### src/design/frame_mosaic_address_gen_defines.svh
// Assertion macros used by the mosaic address generator top level.
`ifndef FRAME_MOSAIC_ADDRESS_GEN_DEFINES_SVH
`define FRAME_MOSAIC_ADDRESS_GEN_DEFINES_SVH

`ifndef SYNTHESIS

// Property that must hold at every clock edge out of reset.
`define FMAG_ASSERT(label, prop) \
    label: assert property (@(posedge i_clk) disable iff (!i_rst_n) (prop)) \
        else $error("mosaic address generator check failed");

// Property whose consequent must hold in the cycle after the antecedent.
`define FMAG_ASSERT_NEXT(label, ante, cons) \
    label: assert property (@(posedge i_clk) disable iff (!i_rst_n) \
        (ante) |=> (cons)) else $error("mosaic address generator check failed");

`else

`define FMAG_ASSERT(label, prop)
`define FMAG_ASSERT_NEXT(label, ante, cons)

`endif

`endif

### src/design/fmag_pkg.sv
// Shared constants, codes and controller interface types of the mosaic address generator.
`default_nettype none

package fmag_pkg;

    // Layout limits.
    localparam int unsigned MAX_TILE_DIM   = 4096;
    localparam int unsigned MAX_FRAMES     = 1024;
    localparam int unsigned MAX_MOSAIC_DIM = 65535;

    // Saturation value of the pixel column counter.
    localparam logic [12:0] COL_CAP = 13'h1FFF;

    // Column-count divider: one quotient bit per cycle.
    localparam int unsigned DIV_STEPS = 11;
    localparam int unsigned DIV_CNT_W = 4;

    // Configuration register indexes.
    localparam int unsigned CFG_IDX_W = 3;
    localparam logic [CFG_IDX_W-1:0] CFG_COLUMNS_PER_ROW = 3'd0;
    localparam logic [CFG_IDX_W-1:0] CFG_INNER_MARGIN    = 3'd1;
    localparam logic [CFG_IDX_W-1:0] CFG_OUTER_MARGIN    = 3'd2;
    localparam logic [CFG_IDX_W-1:0] CFG_MARGIN_LEVEL    = 3'd3;
    localparam logic [CFG_IDX_W-1:0] CFG_TILE_WIDTH      = 3'd4;
    localparam logic [CFG_IDX_W-1:0] CFG_TILE_HEIGHT     = 3'd5;

    // Input opcodes and result kinds.
    localparam logic OP_BEGIN    = 1'b0;
    localparam logic OP_PIXEL    = 1'b1;
    localparam logic KIND_REPORT = 1'b0;
    localparam logic KIND_PIXEL  = 1'b1;

    // Operand selection of the shared multiplier pair.
    typedef enum logic [1:0] {
        MUL_SEARCH,
        MUL_WIDTH,
        MUL_HEIGHT
    } t_mul_sel;

    // Commands from the controller to the datapath.
    typedef struct packed {
        logic     latch;
        logic     pix_start;
        logic     pix_eval;
        logic     pix_mul;
        logic     emit_pixel;
        logic     begin_init;
        logic     div_start;
        logic     mul_load;
        t_mul_sel mul_sel;
        logic     nl_inc;
        logic     sum_w;
        logic     sum_h;
        logic     emit_report;
    } t_cmd;

    // Status from the datapath to the controller.
    typedef struct packed {
        logic in_opcode;
        logic out_free;
        logic keep;
        logic init_err;
        logic div_done;
        logic auto_cols;
        logic search_more;
    } t_stat;

endpackage

`default_nettype wire

### src/design/fmag_div.sv
// Iterative restoring divider that yields one quotient bit per cycle.
`default_nettype none

module fmag_div (
    input  logic        i_clk,
    input  logic        i_rst_n,
    input  logic        i_start,
    input  logic [10:0] i_num,
    input  logic [10:0] i_den,
    output logic        o_done,
    output logic [10:0] o_quot
);
    import fmag_pkg::*;

    logic                 r_busy;
    logic                 r_done;
    logic [DIV_CNT_W-1:0] r_cnt;
    logic [10:0]          r_rem;
    logic [10:0]          r_quo;
    logic [10:0]          r_den;

    logic [11:0] trial;
    logic [11:0] trial_sub;
    logic        fits;

    // Shift the next numerator bit into the partial remainder and try the subtraction.
    always_comb begin
        trial     = {r_rem, r_quo[10]};
        trial_sub = trial - {1'b0, r_den};
        fits      = (trial >= {1'b0, r_den});
    end

    // Control of the iteration.
    always_ff @(posedge i_clk) begin
        if (!i_rst_n) begin
            r_busy <= 1'b0;
            r_done <= 1'b0;
            r_cnt  <= '0;
        end else begin
            r_done <= 1'b0;
            if (i_start) begin
                r_busy <= 1'b1;
                r_cnt  <= '0;
            end else if (r_busy) begin
                r_cnt <= r_cnt + 1'b1;
                if (r_cnt == DIV_CNT_W'(DIV_STEPS - 1)) begin
                    r_busy <= 1'b0;
                    r_done <= 1'b1;
                end
            end
        end
    end

    // Remainder and quotient shift registers.
    always_ff @(posedge i_clk) begin
        if (i_start) begin
            r_rem <= '0;
            r_quo <= i_num;
            r_den <= i_den;
        end else if (r_busy) begin
            r_rem <= fits ? trial_sub[10:0] : trial[10:0];
            r_quo <= {r_quo[9:0], fits};
        end
    end

    assign o_done = r_done;
    assign o_quot = r_quo;

endmodule

`default_nettype wire

### src/design/fmag_datapath.sv
// Datapath of the mosaic address generator: registers, layout arithmetic and address maths.
`default_nettype none

module fmag_datapath (
    input  logic                                i_clk,
    input  logic                                i_rst_n,
    input  logic                                i_cfg_we,
    input  logic [fmag_pkg::CFG_IDX_W-1:0]      i_cfg_index,
    input  logic [12:0]                         i_cfg_data,
    input  logic                                i_opcode,
    input  logic [12:0]                         i_frame_cols,
    input  logic [12:0]                         i_frame_rows,
    input  logic [10:0]                         i_frame_count,
    input  logic                                i_frame_start,
    input  logic [7:0]                          i_pixel_value,
    input  logic                                i_out_stall,
    input  fmag_pkg::t_cmd                      i_cmd,
    output fmag_pkg::t_stat                     o_stat,
    output logic                                o_out_valid,
    output logic                                o_result_kind,
    output logic [15:0]                         o_mosaic_width,
    output logic [15:0]                         o_mosaic_height,
    output logic [10:0]                         o_tiles_per_row,
    output logic [7:0]                          o_fill_level,
    output logic [31:0]                         o_write_address,
    output logic [7:0]                          o_write_value,
    output logic                                o_layout_error
);
    import fmag_pkg::*;

    // Configuration registers.
    logic [7:0]  r_cpr;
    logic [7:0]  r_inner;
    logic [7:0]  r_outer;
    logic [7:0]  r_level;
    logic [12:0] r_tw_cfg;
    logic [12:0] r_th_cfg;

    // Latched input beat.
    logic        r_fs;
    logic [12:0] r_fc;
    logic [12:0] r_fr;
    logic [10:0] r_fk;
    logic [7:0]  r_pv;

    // Layout and tile walk state.
    logic [12:0] r_tile_w;
    logic [12:0] r_tile_h;
    logic [10:0] r_rows_used;
    logic [15:0] r_mosaic_w;
    logic [10:0] r_tile_idx;
    logic [15:0] r_org_x;
    logic [15:0] r_org_y;
    logic [12:0] r_pix_col;
    logic [12:0] r_pix_row;
    logic        r_first_pend;
    logic [7:0]  r_lat_inner;
    logic [10:0] r_frames_total;
    logic [10:0] r_frames_begun;
    logic        r_frame_live;

    // Layout computation scratch.
    logic [12:0] r_nx;
    logic [12:0] r_ny;
    logic [10:0] r_k;
    logic        r_err;
    logic [10:0] r_nl;
    logic [10:0] r_nr;
    logic        r_auto;
    logic [23:0] r_pa;
    logic [23:0] r_pb;
    logic [24:0] r_ow;
    logic [24:0] r_oh;

    // Pixel address scratch.
    logic        r_keep;
    logic [16:0] r_sum_x;
    logic [16:0] r_sum_y;
    logic [31:0] r_prod;

    // Output register.
    logic        r_out_valid;
    logic        r_kind;
    logic [15:0] r_mw;
    logic [15:0] r_mh;
    logic [10:0] r_tpr;
    logic [7:0]  r_fill;
    logic [31:0] r_addr;
    logic [7:0]  r_wval;
    logic        r_lerr;

    logic        div_done;
    logic [10:0] div_quot;
    logic [11:0] div_num;

    // Begin: tile size from configuration or the first frame, and range checks.
    logic [12:0] nx_c;
    logic [12:0] ny_c;
    logic        init_err;

    always_comb begin
        nx_c     = (r_tw_cfg != 13'd0) ? r_tw_cfg : r_fc;
        ny_c     = (r_th_cfg != 13'd0) ? r_th_cfg : r_fr;
        init_err = (r_fk == 11'd0) || (32'(r_fk) > MAX_FRAMES)
                || (32'(nx_c) > MAX_TILE_DIM) || (32'(ny_c) > MAX_TILE_DIM);
    end

    // Shared multiplier pair, operands chosen by the controller.
    logic [12:0] mul_a1, mul_a2;
    logic [10:0] mul_b1, mul_b2;
    logic [23:0] prod1, prod2;

    always_comb begin
        case (i_cmd.mul_sel)
            MUL_SEARCH: begin
                mul_a1 = r_nx;
                mul_b1 = r_nl;
                mul_a2 = r_ny;
                mul_b2 = r_nr;
            end
            MUL_WIDTH: begin
                mul_a1 = {5'd0, r_inner};
                mul_b1 = r_nl - 11'd1;
                mul_a2 = r_nx;
                mul_b2 = r_nl;
            end
            MUL_HEIGHT: begin
                mul_a1 = {5'd0, r_inner};
                mul_b1 = r_nr - 11'd1;
                mul_a2 = r_ny;
                mul_b2 = r_nr;
            end
            default: begin
                mul_a1 = r_nx;
                mul_b1 = r_nl;
                mul_a2 = r_ny;
                mul_b2 = r_nr;
            end
        endcase
        prod1 = 24'(mul_a1) * 24'(mul_b1);
        prod2 = 24'(mul_a2) * 24'(mul_b2);
    end

    // Automatic layout: keep widening while the grid is narrower than four to three.
    logic [25:0] width_x3;
    logic [25:0] height_x4;
    logic        search_more;

    always_comb begin
        width_x3    = {2'b00, r_pa} + {1'b0, r_pa, 1'b0};
        height_x4   = {r_pb, 2'b00};
        search_more = (r_nl < r_k) && (width_x3 < height_x4);
    end

    // Final size check of the report.
    logic report_err;

    assign report_err = r_err || (32'(r_ow) > MAX_MOSAIC_DIM) || (32'(r_oh) > MAX_MOSAIC_DIM);

    // Pixel placement: centring offset truncated toward zero, then crop to the tile.
    logic signed [14:0] dx, dy, off_x, off_y, tx, ty;
    logic               in_frame, keep_x, keep_y;
    logic [13:0]        row_inc;
    logic               row_wrap;
    logic [11:0]        idx_inc;

    always_comb begin
        dx       = $signed({2'b00, r_tile_w}) - $signed({2'b00, r_fc});
        dy       = $signed({2'b00, r_tile_h}) - $signed({2'b00, r_fr});
        off_x    = (dx + $signed({14'd0, dx[14]})) >>> 1;
        off_y    = (dy + $signed({14'd0, dy[14]})) >>> 1;
        tx       = $signed({2'b00, r_pix_col}) + off_x;
        ty       = $signed({2'b00, r_pix_row}) + off_y;
        in_frame = (r_pix_col < r_fc) && (r_pix_row < r_fr);
        keep_x   = !tx[14] && (tx[13:0] < {1'b0, r_tile_w});
        keep_y   = !ty[14] && (ty[13:0] < {1'b0, r_tile_h});
        row_inc  = {1'b0, r_pix_row} + 14'd1;
        row_wrap = (row_inc >= {1'b0, r_fr});
        idx_inc  = {1'b0, r_tile_idx} + 12'd1;
    end

    // Configuration writes; indexes past the list are ignored.
    always_ff @(posedge i_clk) begin
        if (!i_rst_n) begin
            r_cpr    <= 8'd0;
            r_inner  <= 8'd1;
            r_outer  <= 8'd1;
            r_level  <= 8'd0;
            r_tw_cfg <= 13'd0;
            r_th_cfg <= 13'd0;
        end else if (i_cfg_we) begin
            case (i_cfg_index)
                CFG_COLUMNS_PER_ROW: r_cpr    <= i_cfg_data[7:0];
                CFG_INNER_MARGIN:    r_inner  <= i_cfg_data[7:0];
                CFG_OUTER_MARGIN:    r_outer  <= i_cfg_data[7:0];
                CFG_MARGIN_LEVEL:    r_level  <= i_cfg_data[7:0];
                CFG_TILE_WIDTH:      r_tw_cfg <= i_cfg_data;
                CFG_TILE_HEIGHT:     r_th_cfg <= i_cfg_data;
                default: ;
            endcase
        end
    end

    // Capture of an accepted input beat.
    always_ff @(posedge i_clk) begin
        if (i_cmd.latch) begin
            r_fs <= i_frame_start;
            r_fc <= i_frame_cols;
            r_fr <= i_frame_rows;
            r_fk <= i_frame_count;
            r_pv <= i_pixel_value;
        end
    end

    // Layout state: cleared by a begin, committed by a good report, walked by pixels.
    always_ff @(posedge i_clk) begin
        if (!i_rst_n) begin
            r_tile_w       <= '0;
            r_tile_h       <= '0;
            r_rows_used    <= '0;
            r_mosaic_w     <= '0;
            r_tile_idx     <= '0;
            r_org_x        <= '0;
            r_org_y        <= '0;
            r_pix_col      <= '0;
            r_pix_row      <= '0;
            r_first_pend   <= 1'b1;
            r_lat_inner    <= '0;
            r_frames_total <= '0;
            r_frames_begun <= '0;
            r_frame_live   <= 1'b0;
        end else if (i_cmd.begin_init) begin
            r_tile_w       <= '0;
            r_tile_h       <= '0;
            r_rows_used    <= '0;
            r_mosaic_w     <= '0;
            r_tile_idx     <= '0;
            r_org_x        <= {8'd0, r_outer};
            r_org_y        <= {8'd0, r_outer};
            r_pix_col      <= '0;
            r_pix_row      <= '0;
            r_first_pend   <= 1'b1;
            r_lat_inner    <= r_inner;
            r_frames_total <= '0;
            r_frames_begun <= '0;
            r_frame_live   <= 1'b0;
        end else if (i_cmd.emit_report) begin
            if (!report_err) begin
                r_tile_w       <= r_nx;
                r_tile_h       <= r_ny;
                r_rows_used    <= r_nl;
                r_mosaic_w     <= r_ow[15:0];
                r_frames_total <= r_k;
            end
        end else if (i_cmd.pix_start) begin
            if (r_fs) begin
                r_pix_col <= '0;
                r_pix_row <= '0;
                if (r_first_pend) begin
                    r_first_pend <= 1'b0;
                    r_frame_live <= (r_frames_total != 11'd0);
                    if (r_frames_total != 11'd0) begin
                        r_frames_begun <= 11'd1;
                    end
                end else if (r_frame_live && (r_frames_begun < r_frames_total)) begin
                    // Next tile: along the row, or to the start of the next row.
                    r_frames_begun <= r_frames_begun + 11'd1;
                    if (idx_inc >= {1'b0, r_rows_used}) begin
                        r_tile_idx <= '0;
                        r_org_x    <= {8'd0, r_outer};
                        r_org_y    <= 16'(r_org_y + {8'd0, r_lat_inner} + {3'd0, r_tile_h});
                    end else begin
                        r_tile_idx <= idx_inc[10:0];
                        r_org_x    <= 16'(r_org_x + {8'd0, r_lat_inner} + {3'd0, r_tile_w});
                    end
                end else begin
                    r_frame_live <= 1'b0;
                end
            end
        end else if (i_cmd.pix_eval) begin
            // Column-major walk; the column counter saturates past the frame end.
            if (r_frame_live) begin
                if (row_wrap) begin
                    r_pix_row <= '0;
                    if (r_pix_col < COL_CAP) begin
                        r_pix_col <= r_pix_col + 13'd1;
                    end
                end else begin
                    r_pix_row <= row_inc[12:0];
                end
            end
        end
    end

    // Layout computation: column search, row count and mosaic size.
    always_ff @(posedge i_clk) begin
        if (i_cmd.begin_init) begin
            r_nx   <= nx_c;
            r_ny   <= ny_c;
            r_k    <= r_fk;
            r_err  <= init_err;
            r_nl   <= (r_cpr != 8'd0) ? {3'd0, r_cpr} : 11'd1;
            r_auto <= (r_cpr == 8'd0);
        end
        if (i_cmd.nl_inc) begin
            r_nl <= r_nl + 11'd1;
        end
        if (div_done) begin
            r_nr <= div_quot;
        end
        if (i_cmd.mul_load) begin
            r_pa <= prod1;
            r_pb <= prod2;
        end
        if (i_cmd.sum_w) begin
            r_ow <= {16'd0, r_outer, 1'b0} + {1'b0, r_pa} + {1'b0, r_pb};
        end
        if (i_cmd.sum_h) begin
            r_oh <= {16'd0, r_outer, 1'b0} + {1'b0, r_pa} + {1'b0, r_pb};
        end
    end

    // Pixel address: tile coordinates, then row times mosaic width, then the column.
    logic [32:0] row_prod;

    assign row_prod = 33'(r_mosaic_w) * 33'(r_sum_y);

    always_ff @(posedge i_clk) begin
        if (i_cmd.pix_eval) begin
            r_keep  <= r_frame_live && in_frame && keep_x && keep_y;
            r_sum_x <= {1'b0, r_org_x} + {4'd0, tx[12:0]};
            r_sum_y <= {1'b0, r_org_y} + {4'd0, ty[12:0]};
        end
        if (i_cmd.pix_mul) begin
            r_prod <= row_prod[31:0];
        end
    end

    // Column-count divider: ceiling of frames over columns.
    assign div_num = {1'b0, r_k} + {1'b0, r_nl} - 12'd1;

    fmag_div u_div (
        .i_clk   (i_clk),
        .i_rst_n (i_rst_n),
        .i_start (i_cmd.div_start),
        .i_num   (div_num[10:0]),
        .i_den   (r_nl),
        .o_done  (div_done),
        .o_quot  (div_quot)
    );

    // Output register: a result beat waits here while the next item is taken.
    always_ff @(posedge i_clk) begin
        if (!i_rst_n) begin
            r_out_valid <= 1'b0;
        end else if (i_cmd.emit_pixel || i_cmd.emit_report) begin
            r_out_valid <= 1'b1;
        end else if (r_out_valid && !i_out_stall) begin
            r_out_valid <= 1'b0;
        end
    end

    always_ff @(posedge i_clk) begin
        if (i_cmd.emit_pixel) begin
            r_kind <= KIND_PIXEL;
            r_mw   <= '0;
            r_mh   <= '0;
            r_tpr  <= '0;
            r_fill <= '0;
            r_addr <= r_prod + {15'd0, r_sum_x};
            r_wval <= r_pv;
            r_lerr <= 1'b0;
        end else if (i_cmd.emit_report) begin
            r_kind <= KIND_REPORT;
            r_mw   <= report_err ? 16'd0 : r_ow[15:0];
            r_mh   <= report_err ? 16'd0 : r_oh[15:0];
            r_tpr  <= report_err ? 11'd0 : r_nl;
            r_fill <= r_level;
            r_addr <= '0;
            r_wval <= '0;
            r_lerr <= report_err;
        end
    end

    // Status to the controller.
    always_comb begin
        o_stat.in_opcode   = i_opcode;
        o_stat.out_free    = !r_out_valid || !i_out_stall;
        o_stat.keep        = r_keep;
        o_stat.init_err    = init_err;
        o_stat.div_done    = div_done;
        o_stat.auto_cols   = r_auto;
        o_stat.search_more = search_more;
    end

    assign o_out_valid     = r_out_valid;
    assign o_result_kind   = r_kind;
    assign o_mosaic_width  = r_mw;
    assign o_mosaic_height = r_mh;
    assign o_tiles_per_row = r_tpr;
    assign o_fill_level    = r_fill;
    assign o_write_address = r_addr;
    assign o_write_value   = r_wval;
    assign o_layout_error  = r_lerr;

endmodule

`default_nettype wire

### src/design/fmag_ctrl.sv
// Controller state machine of the mosaic address generator.
`default_nettype none

module fmag_ctrl (
    input  logic            i_clk,
    input  logic            i_rst_n,
    input  logic            i_in_valid,
    output logic            o_in_stall,
    input  fmag_pkg::t_stat i_stat,
    output fmag_pkg::t_cmd  o_cmd
);
    import fmag_pkg::*;

    typedef enum logic [3:0] {
        S_IDLE,
        S_PSTART,
        S_PKEEP,
        S_PMUL,
        S_PEMIT,
        S_BINIT,
        S_BDIV,
        S_BWAIT,
        S_BMUL,
        S_BCMP,
        S_SZW,
        S_SZH,
        S_SZE,
        S_BREP
    } t_state;

    t_state r_state, n_state;
    logic   r_stall;
    logic   n_stall;

    // Next state and commands.
    always_comb begin
        n_state       = r_state;
        o_cmd         = '0;
        o_cmd.mul_sel = MUL_SEARCH;
        case (r_state)
            S_IDLE: begin
                if (i_in_valid && !r_stall) begin
                    o_cmd.latch = 1'b1;
                    n_state     = (i_stat.in_opcode == OP_PIXEL) ? S_PSTART : S_BINIT;
                end
            end
            S_PSTART: begin
                o_cmd.pix_start = 1'b1;
                n_state         = S_PKEEP;
            end
            S_PKEEP: begin
                o_cmd.pix_eval = 1'b1;
                n_state        = S_PMUL;
            end
            S_PMUL: begin
                o_cmd.pix_mul = 1'b1;
                n_state       = S_PEMIT;
            end
            S_PEMIT: begin
                if (!i_stat.keep) begin
                    n_state = S_IDLE;
                end else if (i_stat.out_free) begin
                    o_cmd.emit_pixel = 1'b1;
                    n_state          = S_IDLE;
                end
            end
            S_BINIT: begin
                o_cmd.begin_init = 1'b1;
                n_state          = i_stat.init_err ? S_BREP : S_BDIV;
            end
            S_BDIV: begin
                o_cmd.div_start = 1'b1;
                n_state         = S_BWAIT;
            end
            S_BWAIT: begin
                if (i_stat.div_done) begin
                    n_state = i_stat.auto_cols ? S_BMUL : S_SZW;
                end
            end
            S_BMUL: begin
                o_cmd.mul_load = 1'b1;
                o_cmd.mul_sel  = MUL_SEARCH;
                n_state        = S_BCMP;
            end
            S_BCMP: begin
                if (i_stat.search_more) begin
                    o_cmd.nl_inc = 1'b1;
                    n_state      = S_BDIV;
                end else begin
                    n_state = S_SZW;
                end
            end
            S_SZW: begin
                o_cmd.mul_load = 1'b1;
                o_cmd.mul_sel  = MUL_WIDTH;
                n_state        = S_SZH;
            end
            S_SZH: begin
                o_cmd.mul_load = 1'b1;
                o_cmd.mul_sel  = MUL_HEIGHT;
                o_cmd.sum_w    = 1'b1;
                n_state        = S_SZE;
            end
            S_SZE: begin
                o_cmd.sum_h = 1'b1;
                n_state     = S_BREP;
            end
            S_BREP: begin
                if (i_stat.out_free) begin
                    o_cmd.emit_report = 1'b1;
                    n_state           = S_IDLE;
                end
            end
            default: begin
                n_state = S_IDLE;
            end
        endcase
        n_stall = (n_state != S_IDLE);
    end

    // State and the registered input stall.
    always_ff @(posedge i_clk) begin
        if (!i_rst_n) begin
            r_state <= S_IDLE;
            r_stall <= 1'b0;
        end else begin
            r_state <= n_state;
            r_stall <= n_stall;
        end
    end

    assign o_in_stall = r_stall;

endmodule

`default_nettype wire

### src/design/frame_mosaic_address_gen.sv
// Pixel beat: PSTART, PKEEP and PMUL, then PEMIT loads a kept pixel once the output is free.
// Begin beat: BINIT, the bit-serial divider, SZW, SZH, SZE and BREP; automatic layout reruns
// the divider, BMUL and BCMP for each candidate count, up to frame_count candidates.
// Inputs are taken one beat at a time; a waiting result does not block the next beat.
// Reset is synchronous and active low; it restores the register reset values at once.
`default_nettype none

`include "frame_mosaic_address_gen_defines.svh"

module frame_mosaic_address_gen (
    input  logic                           i_clk,
    input  logic                           i_rst_n,
    input  logic                           i_cfg_we,
    input  logic [fmag_pkg::CFG_IDX_W-1:0] i_cfg_index,
    input  logic [12:0]                    i_cfg_data,
    input  logic                           i_in_valid,
    output logic                           o_in_stall,
    input  logic                           i_opcode,
    input  logic [12:0]                    i_frame_cols,
    input  logic [12:0]                    i_frame_rows,
    input  logic [10:0]                    i_frame_count,
    input  logic                           i_frame_start,
    input  logic [7:0]                     i_pixel_value,
    output logic                           o_out_valid,
    input  logic                           i_out_stall,
    output logic                           o_result_kind,
    output logic [15:0]                    o_mosaic_width,
    output logic [15:0]                    o_mosaic_height,
    output logic [10:0]                    o_tiles_per_row,
    output logic [7:0]                     o_fill_level,
    output logic [31:0]                    o_write_address,
    output logic [7:0]                     o_write_value,
    output logic                           o_layout_error
);
    import fmag_pkg::*;

    t_cmd  w_cmd;
    t_stat w_stat;

    fmag_ctrl u_ctrl (
        .i_clk      (i_clk),
        .i_rst_n    (i_rst_n),
        .i_in_valid (i_in_valid),
        .o_in_stall (o_in_stall),
        .i_stat     (w_stat),
        .o_cmd      (w_cmd)
    );

    fmag_datapath u_dp (
        .i_clk           (i_clk),
        .i_rst_n         (i_rst_n),
        .i_cfg_we        (i_cfg_we),
        .i_cfg_index     (i_cfg_index),
        .i_cfg_data      (i_cfg_data),
        .i_opcode        (i_opcode),
        .i_frame_cols    (i_frame_cols),
        .i_frame_rows    (i_frame_rows),
        .i_frame_count   (i_frame_count),
        .i_frame_start   (i_frame_start),
        .i_pixel_value   (i_pixel_value),
        .i_out_stall     (i_out_stall),
        .i_cmd           (w_cmd),
        .o_stat          (w_stat),
        .o_out_valid     (o_out_valid),
        .o_result_kind   (o_result_kind),
        .o_mosaic_width  (o_mosaic_width),
        .o_mosaic_height (o_mosaic_height),
        .o_tiles_per_row (o_tiles_per_row),
        .o_fill_level    (o_fill_level),
        .o_write_address (o_write_address),
        .o_write_value   (o_write_value),
        .o_layout_error  (o_layout_error)
    );

    // Checks on the control flow and on result contents.
    logic in_accept;

    assign in_accept = i_in_valid && !o_in_stall;

    `FMAG_ASSERT_NEXT(a_busy_after_accept, in_accept, o_in_stall)
    `FMAG_ASSERT(a_valid_from_emit, $rose(o_out_valid) |-> $past(w_cmd.emit_pixel || w_cmd.emit_report))
    `FMAG_ASSERT(a_pixel_no_report, (o_out_valid && (o_result_kind == KIND_PIXEL)) |-> (!o_layout_error && (o_tiles_per_row == 11'd0)))
    `FMAG_ASSERT(a_error_zero_size, (o_out_valid && (o_result_kind == KIND_REPORT) && o_layout_error) |-> ((o_mosaic_width == 16'd0) && (o_tiles_per_row == 11'd0)))

endmodule

`default_nettype wire

### config.mk
export PLATFORM = sky130hd
export DESIGN_NAME = frame_mosaic_address_gen
export DESIGN_NICKNAME = d
export VERILOG_FILES = /design/src/design/fmag_pkg.sv /design/src/design/fmag_div.sv /design/src/design/fmag_datapath.sv /design/src/design/fmag_ctrl.sv /design/src/design/frame_mosaic_address_gen.sv
export VERILOG_INCLUDE_DIRS = /design/src /design/src/design
export SDC_FILE = /design/constraint.sdc
export NUM_CORES = 2
export LEC_CHECK = 0
export BUFFER_PORTS_ARGS = -buffer_cell sky130_fd_sc_hd__buf_4
export CORE_ASPECT_RATIO = 1.25
export CORE_MARGIN = 3
export CORE_UTILIZATION = 45
export DETAILED_ROUTE_END_ITERATION = 16
export PLACE_DENSITY = 0.63
export SLEW_MARGIN = 25
export SYNTH_ARGS = -nofsm -noshare
export SYNTH_HDL_FRONTEND = slang
export SYNTH_SLANG_ARGS = --single-unit
### constraint.sdc
create_clock -name i_clk -period 7.75 [get_ports i_clk]
set_clock_uncertainty 0.05 [all_clocks]
set_input_delay 1.1625 -clock i_clk [delete_from_list [all_inputs] [get_ports i_clk]]
set_output_delay 1.1625 -clock i_clk [all_outputs]
set_load 0.02 [all_outputs]
==> flow_summary.ini <==
[cells_and_area]
finalNetCount = 6854
final_layout_size_suffix_gt1_share_pct = 8.309
final_area_um2 = 59110
layout_commonest_cell = nand2_1
antenna_cells = 0
final_cell_mix = nand2_1 (824), inv_1 (686), ha_1 (575), fa_1 (440), edfxtp_1 (334)
area_growth_pct = 10.96

[synth]
syn_area_um2 = 53270
synthArstFlopShare_pct = 0
synth_top_area_share_pct = 18.83
ys_ff_latch = 622
synthesis.nets = 6695
synth-main-ff-cell = edfxtp_1
ys_seq_area_share_pct = 29.65
yosysTopAreaCell = edfxtp_1
synth_area_per_cell_um2 = 9.498
yosys-top-cells-area = edfxtp_1 (19%), fa_1 (17%), ha_1 (14%)
syn_inst = 5609
synth_edf_count = 334
yosys_warnings = 0
ys_types = 98

[die]
die_h_um = 390.7
die_x_um = 313.8
initial_utilization_pct = 45.53
dieArea_um2 = 122600
rows = 140
coreArea_um2 = 117000
io_pins = 163

[cts]
clk_pin_slew_ps = 70
hold_buffers = 0
cts_root_buf = clkbuf_16
htreeDepth = 3
cts_tree = done
cts_inserted_buffers = 71
clock_sinks = 622
clk_latency_ps = 700
cts_buffer_depth = 3

[power]
switching_share_pct = 34.82
seqPwrFrac_pct = 35.4
pwr-share-comb_pct = 34.2
power_switching_mw = 4.076
p_leak_nw = 26.96
max-vdd-ir-drop_mv = 0.2698
internal-power_mw = 7.629
clkPwrFrac_pct = 30.4
power_density_nw_per_um2 = 198.0

[critical_path]
arrival_ps = 7740
slowest_stage = fa_1
rrSetupSlack_ps = 390
cp_max_fo = 15
rr_startpoint = u_ctrl.r_state[3]$_SDFF_PN0_
crit_required_ps = 8130
cp-start-kind = flip-flop
endpoint_kind = flip-flop
critical_path_class = flip-flop to flip-flop
critPathMostFrequentCell = fa_1
reg2reg_depth = 28
slowest_delay_ps = 510
worstReg2RegEnd = u_dp.r_pa[23]$_DFFE_PP_

[hold_path]
min_delay_worst_endpoint = u_dp.o_mosaic_width[0]$_SDFFE_PP0P_
hold_class = flip-flop to flip-flop
whs_path_depth = 2
min_from = u_dp.o_mosaic_width[0]$_SDFFE_PP0P_

[timing]
max_slew_margin_pct = 26.69
fmax_mhz = 135.8
setup_viol_count_final = 0
timing.final.crit_share_pct = 95.02
setup-tns-final_ps = 0
rsz0062_at_grt = false
fin_crit_ps = 7364
tightest_slew_ps = 1096
final_hold_viol_count = 0
slew_viol_final = 0

[placed_design]
place_area_um2 = 56490
portBuffers = 162
dp_hpwl_mm = 117.5
finalWeightedCongestion = 0.9316

[drt]
avgRoutedWirePerCell_um = 19.88
wirelength_mm = 146.9
drtIter0Drc = 2807
via_per_inst = 5.467
antenna_left = 0
dr_total_vias = 40388
remaining_drc_errors = 0
first_pass_iters = 5

[grt]
grt-ovfl-total = 0
grt_pass1_wl_mm = 227.2
grt_start_max_net_pins = 83
antenna_found_initial = 5
grt_pass1_vias = 40617
grtUsageTotal_pct = 23.82

[run_status]
status = finished, final reports clean

[flow_run]
cap_violations = 0
cells in the mapped netlist, drive strengths merged (74+ instances only):
| cell type | instances |
|---|---|
| nand3 | 99 |
| nor2 | 300 |
| inv | 689 |
| and2 | 153 |
| nor3 | 75 |
| a21o | 113 |
| a21boi | 74 |
| xor2 | 109 |
| clkbuf | 149 |
| dfxtp | 288 |
| a21oi | 289 |
| fa | 440 |
| edfxtp | 334 |
| xnor2 | 206 |
| o21ai | 160 |
| ha | 578 |
| nand2 | 826 |
final cells by class:
type | count | area [µm²]
repair buffers | 253 | 1907
fillers | 10883 | 57900
flip-flops and latches | 622 | 15800
inverters | 689 | 2590
clock buffers | 95 | 2033
well taps | 1562 | 1954
multi-input cells | 4131 | 34370
clock inverters | 35 | 459.2
through the flow:
step                      hold WS, ps  total power [mW]  setup slack (ps)  util [%]  cells
after floorplan                 375.8             6.988            0.9681         -   5609
after global placement          380.0             8.125             188.3     48.28   7253
after detailed placement        383.6             8.182             97.07     48.28   7253
after CTS                       392.6             11.78             39.07     50.41   7383
after global routing            407.4             12.41             3.941     50.52   7387
final                           388.6             11.71             386.2     50.52   7387
worst max path at each step:
stage,from,endpoint,slack (ps),cells after the start
after global routing,u_ctrl.r_state[3]$_SDFF_PN0_,u_dp.r_pa[22]$_DFFE_PP_,4,30
after CTS,u_ctrl.r_state[2]$_SDFF_PN0_,u_dp.r_pa[23]$_DFFE_PP_,40,30
after detailed placement,u_ctrl.r_state[2]$_SDFF_PN0_,u_dp.r_pa[23]$_DFFE_PP_,100,30
final,u_ctrl.r_state[3]$_SDFF_PN0_,u_dp.r_pa[23]$_DFFE_PP_,390,28
after global placement,u_ctrl.r_state[2]$_SDFF_PN0_,u_dp.r_pa[23]$_DFFE_PP_,190,30
after floorplan,u_ctrl.r_state[3]$_SDFF_PN0_,u_dp.r_pa[23]$_DFFE_PP_,1,32
state kept, by name, summed over array words and instances (netlist names), 16 cells and up:
signal,flops
u_dp.r_pa,24
u_dp.o_mosaic_width,16
u_dp.r_mosaic_w,16
u_dp.r_org_x,16
u_dp.r_prod,32
u_dp.r_oh,25
u_dp.r_sum_x,17
u_dp.r_pb,24
u_dp.o_write_address,32
u_dp.r_sum_y,17
u_dp.r_ow,25
u_dp.r_org_y,16
u_dp.o_mosaic_height,16
cells by family after synthesis:
logic type	Yosys count	share of synthesized area [%]
fa+ha+maj	1018	30.11
simple gates	1749	15.07
xor+xnor	315	5.179
flops	622	29.65
buf+inv	856	6.127
compound gates	945	11.77
mux	104	2.100
critical path, delay by kind of cell (launching register included):
kind | cells | cell delay [ps]
and+or+nand+nor | 6 | 970
AOI/OAI and AO/OA | 9 | 1990
adders and majority gates | 8 | 3040
xor gates and xnor gates | 1 | 120
muxes | 1 | 220
buffers and inverters | 3 | 390
DFF | 1 | 330
power groups by stage:
stage / clock (mW) / sequential [mW] / combinational (mW)
2_1_floorplan: 0 / 4.07 / 2.91
3_3_place_gp: 0 / 4.21 / 3.92
3_5_place_dp: 0 / 4.21 / 3.97
4_1_cts: 3.64 / 4.14 / 4.00
5_1_grt: 3.76 / 4.16 / 4.48
6_report: 3.55 / 4.15 / 4.00
routing by layer:
layer  part of all wire (%)  global-route usage (%)
met5                 0.0089                       0
met4                    4.8                   10.89
met3                    5.3                   3.673
met2                     49                   41.35
met1                     41                   29.08
what timing repair did:
action                                  4_1_cts  5_1_grt
setup buffers                                 0        4
hold endpoints to repair                      0        0
endpoints found under the setup margin        0        8
gates resized for setup                       0       18
Note: power is estimated with default switching activity, not from simulation.
